==> config.mk <==
export PLATFORM = sky130hd
export DESIGN_NAME = bounded_lifo_stack
export DESIGN_NICKNAME = d
export VERILOG_FILES = /design/src/hw/rtl/lbs_pkg.sv /design/src/hw/rtl/lbs_ram.sv /design/src/hw/rtl/bounded_lifo_stack.sv
export SDC_FILE = /design/constraint.sdc
export NUM_CORES = 1
export LEC_CHECK = 0
export BUFFER_PORTS_ARGS = -buffer_cell sky130_fd_sc_hd__buf_2
export CAP_MARGIN = 25
export CORE_MARGIN = 2
export CORE_UTILIZATION = 50
export DETAILED_ROUTE_END_ITERATION = 10
export GPL_TIMING_DRIVEN = 1
export PLACE_DENSITY = 0.66
export SLEW_MARGIN = 30
export SYNTH_ARGS = -nofsm -noshare
export SYNTH_HDL_FRONTEND = slang
export SYNTH_HIERARCHICAL = 1
export SYNTH_SLANG_ARGS = --single-unit
==> constraint.sdc <==
create_clock -name clk -period 12.4 [get_ports clk]
set_input_delay 1.24 -clock clk [delete_from_list [all_inputs] [get_ports clk]]
set_output_delay 1.24 -clock clk [all_outputs]
set_load 0.02 [all_outputs]
==> src/hw/rtl/lbs_pkg.sv <==
// Shared types, codes and defaults for the bounded LIFO stack.
package lbs_pkg;

    localparam int DEPTH_DEF = 16;

    typedef enum logic [1:0] {
        OP_PUSH    = 2'd0,
        OP_POP     = 2'd1,
        OP_PEEK    = 2'd2,
        OP_DISPLAY = 2'd3
    } op_t;

    localparam logic [1:0] ST_OK        = 2'd0;
    localparam logic [1:0] ST_OVERFLOW  = 2'd1;
    localparam logic [1:0] ST_EMPTY     = 2'd2;

    typedef struct packed {
        logic [1:0]         operation;
        logic signed [31:0] push_value;
    } req_t;

    typedef struct packed {
        logic signed [31:0] data_value;
        logic [1:0]         status;
        logic               is_empty;
        logic               is_full;
        logic               last;
    } rsp_t;

endpackage

==> src/hw/rtl/lbs_ram.sv <==
// Generic single-write, single-read RAM with registered read data.
module lbs_ram #(
    parameter int WIDTH = 32,
    parameter int DEPTH = 16
) (
    input  logic                                clk,
    input  logic                                we,
    input  logic [(DEPTH > 1 ? $clog2(DEPTH) : 1)-1:0] waddr,
    input  logic [WIDTH-1:0]                    wdata,
    input  logic                                re,
    input  logic [(DEPTH > 1 ? $clog2(DEPTH) : 1)-1:0] raddr,
    output logic [WIDTH-1:0]                    rdata
);

    logic [WIDTH-1:0] mem [0:DEPTH-1];

    always_ff @(posedge clk)
    begin
        if (we)
        begin
            mem[waddr] <= wdata;
        end
        if (re)
        begin
            rdata <= mem[raddr];
        end
    end

endmodule

==> src/hw/rtl/bounded_lifo_stack.sv <==
// Top level of the bounded LIFO stack: sequencer, fill count and word store.
// Push and empty-stack results come from the result register in the cycle after the request beat;
// pop/peek results pass through a RAM read (READ) and then the result register (OUT).
// One request at a time: a new request is taken only back in IDLE, after the result is taken.
// Display: each word takes a RAM read (READ), then the result register (OUT), top entry first; output stalls hold OUT.
// Reset (rst_n, async, low): fill count cleared, nothing pending; store is not cleared.
module bounded_lifo_stack #(
    parameter int DEPTH = lbs_pkg::DEPTH_DEF
) (
    input  logic         clk,
    input  logic         rst_n,
    input  logic         req_valid,
    output logic         req_stall,
    input  lbs_pkg::req_t req,
    output logic         rsp_valid,
    input  logic         rsp_stall,
    output lbs_pkg::rsp_t rsp
);

    import lbs_pkg::*;

    // count holds 0..DEPTH, address covers 0..DEPTH-1
    localparam int CW = $clog2(DEPTH + 1);
    localparam int AW = (DEPTH > 1) ? $clog2(DEPTH) : 1;
    localparam logic [CW-1:0] FULL_CNT = CW'(DEPTH);

    typedef enum logic [1:0] {
        S_IDLE,
        S_READ,
        S_OUT
    } state_t;

    state_t         state_reg, state_next;
    logic [CW-1:0]  count_reg, count_next;
    logic [AW-1:0]  ptr_reg, ptr_next;      // entry being read
    logic           disp_reg, disp_next;    // walking for a display
    rsp_t           rsp_reg, rsp_next;

    logic           ram_we;
    logic           ram_re;
    logic [AW-1:0]  ram_raddr;
    logic [31:0]    ram_rdata;
    logic [CW-1:0]  count_dec;

    lbs_ram #(
        .WIDTH (32),
        .DEPTH (DEPTH)
    ) u_store (
        .clk   (clk),
        .we    (ram_we),
        .waddr (count_reg[AW-1:0]),
        .wdata (req.push_value),
        .re    (ram_re),
        .raddr (ram_raddr),
        .rdata (ram_rdata)
    );

    assign count_dec = count_reg - CW'(1);

    // ------------------------------------------------------------------
    // Sequencer
    // IDLE takes a request beat. Push writes at once unless the stack is full; a read-type
    // request on a non-empty stack issues a RAM read and goes to READ, where the registered
    // word lands in the result register; other requests go straight to OUT. OUT holds the
    // result until it is taken; a display then steps the pointer down and reads again.
    // ------------------------------------------------------------------
    always_comb
    begin
        state_next = state_reg;
        count_next = count_reg;
        ptr_next   = ptr_reg;
        disp_next  = disp_reg;
        rsp_next   = rsp_reg;
        ram_we     = 1'b0;
        ram_re     = 1'b0;
        ram_raddr  = ptr_reg;

        unique case (state_reg)
            S_IDLE:
            begin
                if (req_valid)
                begin
                    if (req.operation == OP_PUSH)
                    begin
                        state_next = S_OUT;
                        if (count_reg == FULL_CNT)
                        begin
                            rsp_next = '{data_value: '0, status: ST_OVERFLOW,
                                         is_empty: 1'b0, is_full: 1'b1, last: 1'b1};
                        end
                        else
                        begin
                            ram_we     = 1'b1;
                            count_next = count_reg + CW'(1);
                            rsp_next   = '{data_value: '0, status: ST_OK,
                                           is_empty: 1'b0,
                                           is_full: (count_next == FULL_CNT),
                                           last: 1'b1};
                        end
                    end
                    else if (count_reg == '0)
                    begin
                        // pop, peek or display on an empty stack
                        state_next = S_OUT;
                        rsp_next   = '{data_value: '0, status: ST_EMPTY,
                                       is_empty: 1'b1, is_full: 1'b0, last: 1'b1};
                    end
                    else
                    begin
                        state_next = S_READ;
                        ptr_next   = count_dec[AW-1:0];
                        ram_re     = 1'b1;
                        ram_raddr  = ptr_next;
                        disp_next  = (req.operation == OP_DISPLAY);
                        if (req.operation == OP_POP)
                        begin
                            count_next = count_dec;
                        end
                    end
                end
            end

            S_READ:
            begin
                // count already reflects a pop, so flags show the stack after the request
                state_next = S_OUT;
                rsp_next   = '{data_value: ram_rdata, status: ST_OK,
                               is_empty: (count_reg == '0),
                               is_full: (count_reg == FULL_CNT),
                               last: (!disp_reg || ptr_reg == '0)};
            end

            S_OUT:
            begin
                if (!rsp_stall)
                begin
                    if (disp_reg && ptr_reg != '0)
                    begin
                        state_next = S_READ;
                        ptr_next   = ptr_reg - AW'(1);
                        ram_re     = 1'b1;
                        ram_raddr  = ptr_next;
                    end
                    else
                    begin
                        state_next = S_IDLE;
                        disp_next  = 1'b0;
                    end
                end
            end

            default:
            begin
                state_next = S_IDLE;
            end
        endcase
    end

    always_ff @(posedge clk or negedge rst_n)
    begin
        if (!rst_n)
        begin
            state_reg <= S_IDLE;
            count_reg <= '0;
            ptr_reg   <= '0;
            disp_reg  <= 1'b0;
        end
        else
        begin
            state_reg <= state_next;
            count_reg <= count_next;
            ptr_reg   <= ptr_next;
            disp_reg  <= disp_next;
        end
    end

    // result payload needs no reset
    always_ff @(posedge clk)
    begin
        rsp_reg <= rsp_next;
    end

    assign req_stall = (state_reg != S_IDLE);
    assign rsp_valid = (state_reg == S_OUT);
    assign rsp       = rsp_reg;

    // ------------------------------------------------------------------
    // Assertions
    // ------------------------------------------------------------------
    a_count_bound: assert property (@(posedge clk) disable iff (!rst_n)
        count_reg <= FULL_CNT)
        else $error("fill count above depth");

    a_one_at_a_time: assert property (@(posedge clk) disable iff (!rst_n)
        !req_stall |-> !rsp_valid)
        else $error("request taken while a result is pending");

    a_push_grows: assert property (@(posedge clk) disable iff (!rst_n)
        (req_valid && !req_stall && req.operation == OP_PUSH && count_reg != FULL_CNT)
        |=> (count_reg == $past(count_reg) + CW'(1)))
        else $error("accepted push did not grow the stack");

    a_read_lands: assert property (@(posedge clk) disable iff (!rst_n)
        (state_reg == S_READ) |=> (rsp_valid && rsp.status == ST_OK))
        else $error("store read did not produce an ok result");

endmodule
==> run_results.csv <==
group,metric,value,unit
logic_synthesis,ys_warn_count,6,
routing,drt-wirelength-per-cell,26.2,µm
layout,final_nets,1176,
die,start_util,50.7,%
die,ioPinCount,77,
pwr,pwr-share-clk,27.4,%
worst_setup_path,slowest_stage,"o22a_4",
pwr,leakage,0.00819,µW
logic_synthesis,yosysTopAreaCellShare,77.7,%
global_routing,grt_pass1_vias,10700,
pwr,p_per_area,233,nW/µm²
timing,drv_slew,0,
timing,rsz0062_at_grt,"no",
clocking,htree_levels,2,
run_status,status,"completed",
worst_setup_path,critPathRequiredTime,12.76,ns
routing,viasPerCell,5.95,
clocking,postCtsHoldBufs,0,
placement,dp_hpwl,22.3,mm
worst_setup_path,crit_family,"buffers and inverters",
timing,setup_viol,0,
routing,wl,46.4,mm
placement,io_buffers,76,
worst_setup_path,arrival,5.37,ns
timing,fin_worst_skew,0.0181,ns
worst_setup_path,startpoint_type,"flip-flop",
timing,finalHoldViolCount,0,
global_routing,grt_overflow,0,
timing,final.min_clock_period,5.01,ns
layout,layout_common_cells,"edfxtp_1, mux4_2, buf_2",
layout,final_common_cell,"edfxtp_1",
layout,synthToLayoutAreaGrowth,13.6,%
flow_run,max-cap-violations,0,
pwr,ir_drop,0.000216,V
layout,largest_reg_flops,512,
worst_setup_path,crit_path_max_incr_delay,0.76,ns
worst_setup_path,crit_path_end_kind,"flip-flop",
logic_synthesis,syn_nets,1063,
worst_setup_path,cp_cell_sequence,"inv_1, ha_1, nor4b_4, nor2_1, o211a_2, buf_4, o22a_4, buf_12, mux4_2, a22oi_1, nand2_1",
logic_synthesis,ys_seq_elements,593,
clocking,cts_setup_buffers,0,
clocking,cts-root-buf,"clkbuf_16",
logic_synthesis,synthArstFlopShare,2.02,%
die,dieHeight,216,µm
die,rows,77,
global_routing,track_usage,20.3,%
worst_setup_path,critPathBufInv,3,
die,die_w,216,µm
routing,antenna_left,0,
pwr,power_switching,1780,µW
clocking,path_clk_slew,0.06,ns
timing,clock.fmax,0.199,GHz
logic_synthesis,synth_seq_area_share,79.0,%
clocking,cts_buffers,59,
layout,final_cells,1769,
logic_synthesis,netlist_top_cells_area,"edfxtp_1, mux4_2, a22oi_1, dfrtp_1, and2_1",
global_routing,antenna_found_initial,4,
layout,final_layout_size_suffix_gt1_share,29.0,%
clocking,cts_resized,0,
timing,worst_slew_pin_slew,0.985,ns
logic_synthesis,synth_cell_type_count,49,
logic_synthesis,yosysTopAreaCell,"edfxtp_1",
pwr,p_sw_share,29.9,%
worst_setup_path,path_max_fanout,96,
logic_synthesis,yosys_most_used_dff,"edfxtp_1",
routing,dr.pass1.iters,5,
worst_setup_path,critical_path_class,"flip-flop to flip-flop",
placement,place_congestion,0.752,
logic_synthesis,syn_avg_cell_area,22.0,µm²
logic_synthesis,synthCells,1021,
clocking,tritoncts,"yes",
timing,tns,0,ns
routing,drc,0,
pwr,power_frac_comb,30.3,%
logic_synthesis,synth_edf_count,581,
pwr,intPower,4180,µW
die,core_area,44300,µm²
clocking,clk_path_buf_depth,3,
global_routing,grt_pass1_wl,69.0,mm
die,die_area,46600,µm²
routing,first_iter_violations,1050,
clocking,clock-sinks,593,
global_routing,grt_start_max_net_pins,97,
placement,place_inst,1665,
pwr,p_seq_share,42.3,%
layout,n_antenna_cell,0,
timing,period_share,40.4,%
layout,nFillCells,3231,
worst_hold_path,hold_path_class,"flip-flop to flip-flop",
routing,via_count,10500,
clocking,insertion_delay,0.61,ns
timing,relSlewSlack,34.4,%
logic_synthesis,syn-cell-area,22500,µm²
-- synthesized netlist by cell type, types with 3 or more instances --
master	number
inv_1	7
mux4_2	128
a22oi_1	65
o21a_1	3
nor3_1	7
buf_2	9
dfrtp_1	12
a21oi_1	4
xnor2_1	5
and2_1	33
nor2_1	23
o21ai_1	4
nand3_1	3
buf_1	10
edfxtp_1	581
ha_1	4
o21ai_0	9
clkbuf_1	21
buf_4	10
nor3b_1	3
nand2b_1	5
nand2_1	38
-- logic make-up after synthesis --
| family | synth area share (%) |
|---|---|
| simple gates | 3.23 |
| mux | 12.9 |
| xor+xnor | 0.195 |
| flops | 79.0 |
| compound gates | 3.20 |
| buf+inv | 1.22 |
| fa+ha+maj | 0.223 |
-- final timing paths --
| path | endpoint | cells after the start | slack, ns | startpoint |
|---|---|---|---|---|
| max | u_store/rdata[19] | 11 | 7.39 | count_reg[0] |
| min | rsp[24] | 1 | 0.52 | u_store/rdata[19] |
| max reg2reg | u_store/rdata[19] | 11 | 7.39 | count_reg[0] |
| min reg2reg | rsp[24] | 1 | 0.52 | u_store/rdata[19] |
| max in group asynchronous | ptr_reg[2] | 1 | 11.63 | rst_n |
| min in group asynchronous | count_reg[1] | 1 | 0.53 | rst_n |
-- area by class of cell --
class / instances / area (µm²) / area share (%)
timing repair buffer: 103 / 636 / 2.49
sequential: 593 / 17700 / 69.6
clock inverter: 23 / 173 / 0.677
multi-input combinational: 370 / 4610 / 18.1
clock buffer: 81 / 1580 / 6.19
tap: 592 / 741 / 2.90
inverter: 7 / 26.3 / 0.103
-- metal layers --
| layer | share of wire, % | GRT usage, % |
|---|---|---|
| met3 | 5.0 | 2.86 |
| met5 | 0.056 | 0 |
| met1 | 42 | 28.1 |
| met2 | 51 | 34.5 |
| met4 | 1.8 | 5.39 |
-- per-stage QoR --
stage          hold slack, ns  power (µW)  worst slack [ns]  util (%)  area, µm²
3_3_place_gp            0.501        4360              7.04      53.5      23700
2_1_floorplan           0.497        3880              7.05         -      22500
3_5_place_dp            0.508        4390              7.03      53.6      23800
6_report                0.521        5960              7.39      57.6      25500
4_1_cts                 0.513        6030              7.30      57.6      25500
5_1_grt                 0.535        6230              6.97      57.6      25500
-- power by group through the flow --
stage	registers (µW)	logic (µW)	clock network, µW
finish	2520	1810	1630
global route	2530	1960	1750
CTS	2520	1840	1670
detailed placement	2560	1830	0
global placement	2560	1800	0
floorplan	2570	1310	0
(Power assumes the default switching activity.)
